**src/mcl_pkg.sv**
```systemverilog
// Shared types and constants of the DC motor command latch.
// Depends on nothing; used by every module of the block.
package mcl_pkg;

    localparam int unsigned MOTORS      = 4;
    localparam int unsigned LATCH_W     = 8;
    localparam int unsigned DUTY_W      = 8;
    localparam int unsigned SPEED_W     = 11;
    localparam int unsigned INDEX_W     = 3;
    localparam int unsigned CH_W        = 2;
    localparam int unsigned BITPOS_W    = 3;
    localparam int unsigned BITCNT_W    = 3;

    localparam logic [DUTY_W-1:0]  DUTY_MAX    = 8'd255;
    localparam logic signed [SPEED_W-1:0] SPEED_LIMIT = 11'sd255;

    typedef enum logic [1:0] {
        DIR_STOP = 2'd0,
        DIR_FWD  = 2'd1,
        DIR_BACK = 2'd2
    } t_dir;

    localparam logic [BITPOS_W-1:0] BRIDGE_A_POS [MOTORS] = '{3'd2, 3'd1, 3'd5, 3'd0};
    localparam logic [BITPOS_W-1:0] BRIDGE_B_POS [MOTORS] = '{3'd3, 3'd4, 3'd7, 3'd6};

    typedef struct packed {
        logic              shift;
        logic [CH_W-1:0]   ch;
        logic [DUTY_W-1:0] duty;
        logic [LATCH_W-1:0] latch;
    } t_load;

    typedef struct packed {
        logic              motor_ok;
        logic              changed;
        t_dir              dir;
        t_load             load;
    } t_cmd;

    function automatic logic [LATCH_W-1:0] bit_mask(input logic [BITPOS_W-1:0] pos);
        logic [LATCH_W-1:0] m;
        m = '0;
        m[pos] = 1'b1;
        return m;
    endfunction

endpackage

```
**src/mcl_cmd.sv**
```systemverilog
// Command decode: clamp, deadband duty, direction and latch byte update.
// Depends on mcl_pkg.
module mcl_cmd (
    input  logic [mcl_pkg::INDEX_W-1:0]        i_motor_index,
    input  logic signed [mcl_pkg::SPEED_W-1:0] i_speed,
    input  logic [mcl_pkg::DUTY_W-1:0]         i_dead_band,
    input  mcl_pkg::t_dir                      i_last_dir [mcl_pkg::MOTORS],
    input  logic [mcl_pkg::LATCH_W-1:0]        i_latch,
    output mcl_pkg::t_cmd                      o_cmd
);
    import mcl_pkg::*;

    logic signed [SPEED_W-1:0] w_clamped;
    logic [SPEED_W-1:0]        w_abs;
    logic [DUTY_W-1:0]         w_mag;
    logic [DUTY_W:0]           w_sum;
    logic [CH_W-1:0]           w_ch;
    logic [LATCH_W-1:0]        w_amask;
    logic [LATCH_W-1:0]        w_bmask;
    t_dir                      w_dir;

    always_comb begin
        o_cmd = '0;
        w_ch = CH_W'(i_motor_index - INDEX_W'(1));
        o_cmd.motor_ok = (i_motor_index >= INDEX_W'(1)) && (i_motor_index <= INDEX_W'(MOTORS));

        if (i_speed > SPEED_LIMIT) begin
            w_clamped = SPEED_LIMIT;
        end else if (i_speed < -SPEED_LIMIT) begin
            w_clamped = -SPEED_LIMIT;
        end else begin
            w_clamped = i_speed;
        end
        w_abs = w_clamped[SPEED_W-1] ? SPEED_W'(-w_clamped) : SPEED_W'(w_clamped);
        w_mag = w_abs[DUTY_W-1:0];
        w_sum = {1'b0, w_mag};
        if (w_mag < i_dead_band) begin
            w_sum = {1'b0, w_mag} + {1'b0, i_dead_band};
        end

        if (w_clamped[SPEED_W-1]) begin
            w_dir = DIR_BACK;
        end else if (w_clamped != '0) begin
            w_dir = DIR_FWD;
        end else begin
            w_dir = DIR_STOP;
        end

        w_amask = bit_mask(BRIDGE_A_POS[w_ch]);
        w_bmask = bit_mask(BRIDGE_B_POS[w_ch]);

        o_cmd.dir        = w_dir;
        o_cmd.changed    = (w_dir != i_last_dir[w_ch]);
        o_cmd.load.shift = o_cmd.changed;
        o_cmd.load.ch    = w_ch;
        o_cmd.load.duty  = w_sum[DUTY_W] ? DUTY_MAX : w_sum[DUTY_W-1:0];
        unique case (w_dir)
            DIR_FWD:  o_cmd.load.latch = (i_latch | w_amask) & ~w_bmask;
            DIR_BACK: o_cmd.load.latch = (i_latch & ~w_amask) | w_bmask;
            default:  o_cmd.load.latch = i_latch & ~(w_amask | w_bmask);
        endcase
        if (!o_cmd.changed) begin
            o_cmd.load.latch = i_latch;
        end
    end

endmodule

```
**src/mcl_shift.sv**
```systemverilog
// Result register and serialiser: one duty-only transaction or eight latch bits.
// Depends on mcl_pkg.
module mcl_shift (
    input  logic                        i_clk,
    input  logic                        i_rst_n,
    input  logic                        i_load_en,
    input  mcl_pkg::t_load              i_load,
    input  logic                        i_out_stall,
    output logic                        o_free,
    output logic                        o_out_valid,
    output logic [mcl_pkg::CH_W-1:0]    o_pwm_channel,
    output logic [mcl_pkg::DUTY_W-1:0]  o_duty,
    output logic                        o_bit_valid,
    output logic                        o_serial_bit,
    output logic                        o_last
);
    import mcl_pkg::*;

    logic                 r_valid;
    logic [BITCNT_W-1:0]  r_left;
    logic                 r_bit_valid;
    logic [LATCH_W-1:0]   r_byte;
    logic [CH_W-1:0]      r_ch;
    logic [DUTY_W-1:0]    r_duty;
    logic                 w_take;

    assign w_take  = r_valid && !i_out_stall;
    assign o_last  = (r_left == '0);
    assign o_free  = !r_valid || (w_take && o_last);

    always_ff @(posedge i_clk) begin
        if (!i_rst_n) begin
            r_valid <= 1'b0;
            r_left  <= '0;
        end else if (o_free) begin
            r_valid <= i_load_en;
            r_left  <= i_load.shift ? BITCNT_W'(LATCH_W - 1) : '0;
        end else if (w_take) begin
            r_left  <= r_left - BITCNT_W'(1);
        end
    end

    always_ff @(posedge i_clk) begin
        if (o_free && i_load_en) begin
            r_bit_valid <= i_load.shift;
            r_byte      <= i_load.shift ? i_load.latch : '0;
            r_ch        <= i_load.ch;
            r_duty      <= i_load.duty;
        end else if (w_take) begin
            r_byte <= {r_byte[LATCH_W-2:0], 1'b0};
        end
    end

    assign o_out_valid   = r_valid;
    assign o_pwm_channel = r_ch;
    assign o_duty        = r_duty;
    assign o_bit_valid   = r_bit_valid;
    assign o_serial_bit  = r_byte[LATCH_W-1];

endmodule

```
**src/dc_motor_command_latch.sv**
```systemverilog
// Top level of the DC motor command latch: input register, motor state, serialiser.
// Depends on mcl_pkg, mcl_cmd and mcl_shift.
//
// Input channel: i_in_valid with i_motor_index and i_speed; o_in_stall back.
// A transaction is taken when valid is high and stall is low. It lands in an
// input register, is decoded from it combinationally and loaded into the
// result register when the serialiser is free, from which it is offered.
// Output channel: o_out_valid with the result fields; i_out_stall back.
// An unchanged direction gives one result (o_bit_valid low, o_last high):
// one input per cycle is sustained while the receiver does not stall. A
// direction change gives eight results, latch bit 7 first, o_last on the
// eighth; the next command waits until the last bit is taken. Motor numbers
// outside 1 to 4 are dropped. While the receiver stalls, the result holds,
// one further input is held in the input register, then o_in_stall rises.
// Reset (synchronous, active low) clears dead band, latch byte and all motor
// directions to stopped, and empties both registers; no clearing pass.
// i_cfg_we writes i_cfg_data into the dead band; write only while idle.
module dc_motor_command_latch (
    input  logic                               i_clk,
    input  logic                               i_rst_n,
    input  logic                               i_cfg_we,
    input  logic [mcl_pkg::DUTY_W-1:0]         i_cfg_data,
    input  logic                               i_in_valid,
    output logic                               o_in_stall,
    input  logic [mcl_pkg::INDEX_W-1:0]        i_motor_index,
    input  logic signed [mcl_pkg::SPEED_W-1:0] i_speed,
    output logic                               o_out_valid,
    input  logic                               i_out_stall,
    output logic [mcl_pkg::CH_W-1:0]           o_pwm_channel,
    output logic [mcl_pkg::DUTY_W-1:0]         o_duty,
    output logic                               o_bit_valid,
    output logic                               o_serial_bit,
    output logic                               o_last
);
    import mcl_pkg::*;

    logic                       r_in_valid;
    logic [INDEX_W-1:0]         r_motor_index;
    logic signed [SPEED_W-1:0]  r_speed;
    logic [DUTY_W-1:0]          r_dead_band;
    logic [LATCH_W-1:0]         r_latch;
    t_dir                       r_last_dir [MOTORS];
    t_cmd                       w_cmd;
    logic                       w_free;
    logic                       w_load;
    logic                       w_consume;

    mcl_cmd u_cmd (
        .i_motor_index (r_motor_index),
        .i_speed       (r_speed),
        .i_dead_band   (r_dead_band),
        .i_last_dir    (r_last_dir),
        .i_latch       (r_latch),
        .o_cmd         (w_cmd)
    );

    assign w_load     = r_in_valid && w_cmd.motor_ok && w_free;
    assign w_consume  = r_in_valid && (!w_cmd.motor_ok || w_free);
    assign o_in_stall = r_in_valid && !w_consume;

    always_ff @(posedge i_clk) begin
        if (!i_rst_n) begin
            r_in_valid  <= 1'b0;
            r_dead_band <= '0;
            r_latch     <= '0;
            for (int i = 0; i < MOTORS; i++) begin
                r_last_dir[i] <= DIR_STOP;
            end
        end else begin
            if (!o_in_stall) begin
                r_in_valid <= i_in_valid;
            end
            if (i_cfg_we) begin
                r_dead_band <= i_cfg_data;
            end
            if (w_load && w_cmd.changed) begin
                r_latch                    <= w_cmd.load.latch;
                r_last_dir[w_cmd.load.ch]  <= w_cmd.dir;
            end
        end
    end

    always_ff @(posedge i_clk) begin
        if (!o_in_stall && i_in_valid) begin
            r_motor_index <= i_motor_index;
            r_speed       <= i_speed;
        end
    end

    mcl_shift u_shift (
        .i_clk         (i_clk),
        .i_rst_n       (i_rst_n),
        .i_load_en     (w_load),
        .i_load        (w_cmd.load),
        .i_out_stall   (i_out_stall),
        .o_free        (w_free),
        .o_out_valid   (o_out_valid),
        .o_pwm_channel (o_pwm_channel),
        .o_duty        (o_duty),
        .o_bit_valid   (o_bit_valid),
        .o_serial_bit  (o_serial_bit),
        .o_last        (o_last)
    );

`ifndef SYNTHESIS
    a_burst_continues: assert property (@(posedge i_clk) disable iff (!i_rst_n)
        o_out_valid && !i_out_stall && !o_last |=> o_out_valid && o_bit_valid)
        else $error("latch bit burst broken before its last bit");

    a_duty_only_single: assert property (@(posedge i_clk) disable iff (!i_rst_n)
        o_out_valid && !o_bit_valid |-> o_last)
        else $error("duty-only transaction not marked last");

    a_burst_fields_hold: assert property (@(posedge i_clk) disable iff (!i_rst_n)
        o_out_valid && !i_out_stall && !o_last
        |=> $stable(o_pwm_channel) && $stable(o_duty))
        else $error("channel or duty changed inside a burst");

    a_held_input_waits: assert property (@(posedge i_clk) disable iff (!i_rst_n)
        r_in_valid && w_cmd.motor_ok && !w_free |=> r_in_valid && $stable(r_speed))
        else $error("pending command lost while serialiser busy");
`endif

endmodule

```
**config.mk**
```make
export PLATFORM = sky130hd
export DESIGN_NAME = dc_motor_command_latch
export DESIGN_NICKNAME = d
export VERILOG_FILES = /design/src/mcl_pkg.sv /design/src/mcl_cmd.sv /design/src/mcl_shift.sv /design/src/dc_motor_command_latch.sv
export SDC_FILE = /design/constraint.sdc
export NUM_CORES = 1
export LEC_CHECK = 0
export ABC_AREA = 1
export CORE_UTILIZATION = 60
export DETAILED_ROUTE_END_ITERATION = 12
export DONT_BUFFER_PORTS = 1
export PLACE_DENSITY = 0.74
export RECOVER_POWER = 25
export SYNTH_ARGS = -nofsm -noshare
export SYNTH_HDL_FRONTEND = slang
export SYNTH_SLANG_ARGS = --single-unit
```
**constraint.sdc**
```tcl
create_clock -name i_clk -period 4.8 [get_ports i_clk]
set_clock_uncertainty 0.15 [all_clocks]
set_input_delay 0.24 -clock i_clk [delete_from_list [all_inputs] [get_ports i_clk]]
set_output_delay 0.24 -clock i_clk [all_outputs]
set_load 0.01 [all_outputs]
```
==> impl_metrics.py <==
metrics = {
    "routing": {
        "drc": 0,
        "num_vias": 3135,
        "wl_per_cell_um": 14.8,
        "viasPerCell": 5.59,
        "drtPass1Iterations": 5,
        "wirelength_um": 8320,
        "drt_iter0_drc": 219,
        "drtAntennaViolNets": 0,
    },
    "clock_network": {
        "root_buffer": "clkbuf_8",
        "cts_tree": "built",
        "cts_max_level": 3,
        "cts.path.max_buffers": 2,
        "clk_pin_slew_ns": 0.08,
        "clock_latency_ns": 0.34,
        "cts_sinks": 62,
        "cts_setup_buffers": 0,
        "numCtsBuffers": 9,
    },
    "timing": {
        "holdWs_ns": 0.0119,
        "max_freq_mhz": 235,
        "fin_crit_sh_pct": 88.8,
        "post-route-min-period_ns": 4.26,
        "hold_viol_final": 0,
        "fin_ws_ns": 0.538,
        "setup_viol": 0,
        "drv_slew": 0,
        "setup_tns_ns": 0,
        "worstMarginPinSlew_ns": 1.04,
        "max_slew_margin_pct": 30.2,
        "rsz0062_at_grt": "false",
    },
    "setup_path": {
        "r2r_slack_ns": 0.54,
        "path_common_cell": "nand2_1",
        "r2r_cells": 21,
        "cp.arrival_ns": 4.20,
        "crit_type": "register to register",
        "crit_fanout": 11,
        "crit_chain": "nor4_1 -> nand2_1 -> nand4_1 -> ha_1 -> inv_2 -> nand3_1 -> inv_2 -> ha_1 -> o21ai_0 -> inv_1 -> ha_1 -> inv_1 -> nor2_1 -> nor2_1 -> o21ai_0 -> nand4_1 -> nand2_1 -> inv_1 -> or2_2 -> nand2_1 -> nand2_1",
        "crit_slowest_cell": "edfxtp_1",
        "critPathCaptureType": "register",
        "crit_path_start_kind": "register",
        "critPathRequiredTime_ns": 4.74,
        "critPathMaxStageDelay_ns": 0.42,
    },
    "placed_design": {
        "place_inst": 521,
        "io_buffers": 0,
        "dp_slack_ns": 0.641,
        "hpwl_um": 5450,
        "gp_congestion": 0.893,
        "dpl-instance-area_um2": 3710,
    },
    "logic_synthesis": {
        "post_synth_mux_area_share_pct": 0.919,
        "synth_fa_ha_area_share_pct": 10.1,
        "synth_ff_type": "edfxtp_1",
        "synth_top_family_by_area": "simple AND/OR/NAND/NOR gates",
        "synth-seq-area-share_pct": 42.7,
        "async_flop_share_pct": 0,
        "synth.avg_cell_area_um2": 8.05,
        "synth_xor_area_share_pct": 1.67,
        "yosysWarnings": 0,
        "synth-compound-area-share_pct": 12.6,
        "synth_cells": 457,
        "synth_simple_gate_area_share_pct": 22.9,
        "yosys.area.top_type": "edfxtp_1",
        "syn_area_um2": 3680,
        "synth_top_area_share_pct": 26.9,
        "yosys-top-cells-area": "edfxtp_1 (27%), dfxtp_1 (16%), nand2_1 (10%), ha_1 (9.5%), inv_1 (6.3%)",
        "synth_edf_count": 33,
        "ys_types": 37,
        "synth-seq-cells": 62,
        "syn_nets": 513,
    },
    "floorplanning": {
        "core.rowCount": 28,
        "die_area_um2": 6450,
        "dieHeight_um": 80.3,
        "die_w_um": 80.3,
        "core_area_um2": 5920,
        "io_pins": 42,
        "start_util_pct": 62.1,
    },
    "finish": {
        "layout.nets": 537,
        "layout-drive-gt1-share_pct": 8.02,
        "area_growth_pct": 13.0,
        "stdcell_count": 561,
        "fin_area_um2": 4150,
        "n_antenna_cell": 0,
        "final_core_util_pct": 70.2,
        "layout_commonest_cell": "nand2_1",
        "mostFrequentLayoutCells": "nand2_1 (101), inv_1 (62), nand3_1 (37), a21oi_1 (35), edfxtp_1 (33)",
    },
    "global_route": {
        "antenna_found_initial": 0,
        "grt_use_total_pct": 27.2,
        "grt_overflow": 0,
        "grt_pass1_vias": 2904,
        "grt_pass1_wl_um": 13300,
        "grt_max_degree": 34,
    },
    "flow_run": {
        "maxCapViolCount": 0,
    },
    "power_and_ir_drop": {
        "peakVddDrop_v": 0.000224,
        "power_density_nw_per_um2": 348,
        "total_power_mw": 1.44,
        "leakage_nw": 1.81,
    },
    "min_path": {
        "hold_path.class": "input pin to register",
        "whs_path_depth": 2,
    },
    "run_status": {
        "outcome": "finished, final reports clean",
    },
}
[cell families (layout without fill, tap and decap cells)]
| logic type | Yosys count | in the layout |
|---|---|---|
| DFF | 62 | 62 |
| and+or+nand+nor | 190 | 190 |
| buffers and inverters | 83 | 112 |
| muxes | 3 | 3 |
| AOI/OAI and AO/OA | 83 | 83 |
| xor gates and xnor gates | 7 | 7 |
| adders and majority gates | 29 | 29 |
[repair_timing]
item / CTS / global route
setup endpoints to repair: 0 / 0
hold endpoints to repair: 34 / 0
hold buffers: 24 / 0
gates resized for setup: 0 / 0
[report_power, final]
group	total (mW)	leakage [nW]	internal, mW	switching (mW)
logic	0.346	1.16	0.121	0.225
clock network	0.465	0.0931	0.243	0.221
registers	0.634	0.548	0.609	0.0251
[path summary, 6_finish.rpt]
check                                   from                              end
hold / removal                       i_rst_n          r_latch[0]$_SDFFE_PN0P_
setup reg to reg        r_speed[2]$_DFFE_PP_  u_shift.o_duty[6]$_SDFFCE_PP1P_
setup / recovery        r_speed[2]$_DFFE_PP_  u_shift.o_duty[6]$_SDFFCE_PP1P_
hold reg to reg   r_last_dir[0]$_SDFFE_PN0P_       r_last_dir[0]$_SDFFE_PN0P_
[routing by layer]
layer	vias up	part of all wire (%)	GRT usage (%)
met5	-	0	0
li1	1567	-	-
met2	113	47	45.0
met3	27	5.0	4.66
met1	1428	45	34.2
met4	0	3.0	13.4
[worst max-delay path: cells and delay by family, from the launching register on]
family | cells | cell delay, ns
flops | 1 | 0.42
buf+inv | 5 | 0.61
compound gates | 2 | 0.50
fa+ha+maj | 3 | 0.79
simple gates | 11 | 1.55
[flip-flops by register name, summed over array words and instances, names as in the netlist]
| register | flops |
|---|---|
| u_shift.r_left | 3 |
| r_dead_band | 8 |
| r_in_valid | 1 |
| r_last_dir | 8 |
| u_shift.o_out_valid | 1 |
| u_shift.o_pwm_channel | 2 |
| r_speed | 11 |
| r_motor_index | 3 |
| u_shift.o_bit_valid | 1 |
| u_shift.o_duty | 8 |
| u_shift.r_byte | 8 |
| r_latch | 8 |
[synth_stat cells (3+ instances only)]
master	instances
inv_2	8
xor2_1	5
nand3_1	37
clkbuf_1	5
nand2_2	3
ha_1	28
buf_2	5
o2111ai_1	4
a21oi_1	35
a221oi_1	3
o21ai_0	28
nor2_1	29
nand2_1	101
mux2_2	3
nand4_1	8
dfxtp_1	29
o211ai_1	4
edfxtp_1	33
o21ai_1	3
inv_1	62
[area by class of cell]
type	count	area, um^2
Tap cell	75	93.8
Sequential cell	62	1570
Inverter	71	267
Timing Repair Buffer	25	248
Clock buffer	10	128
Clock inverter	6	71.3
Fill cell	465	1770
Multi-Input combinational cell	312	1780
(Power assumes the default switching activity.)
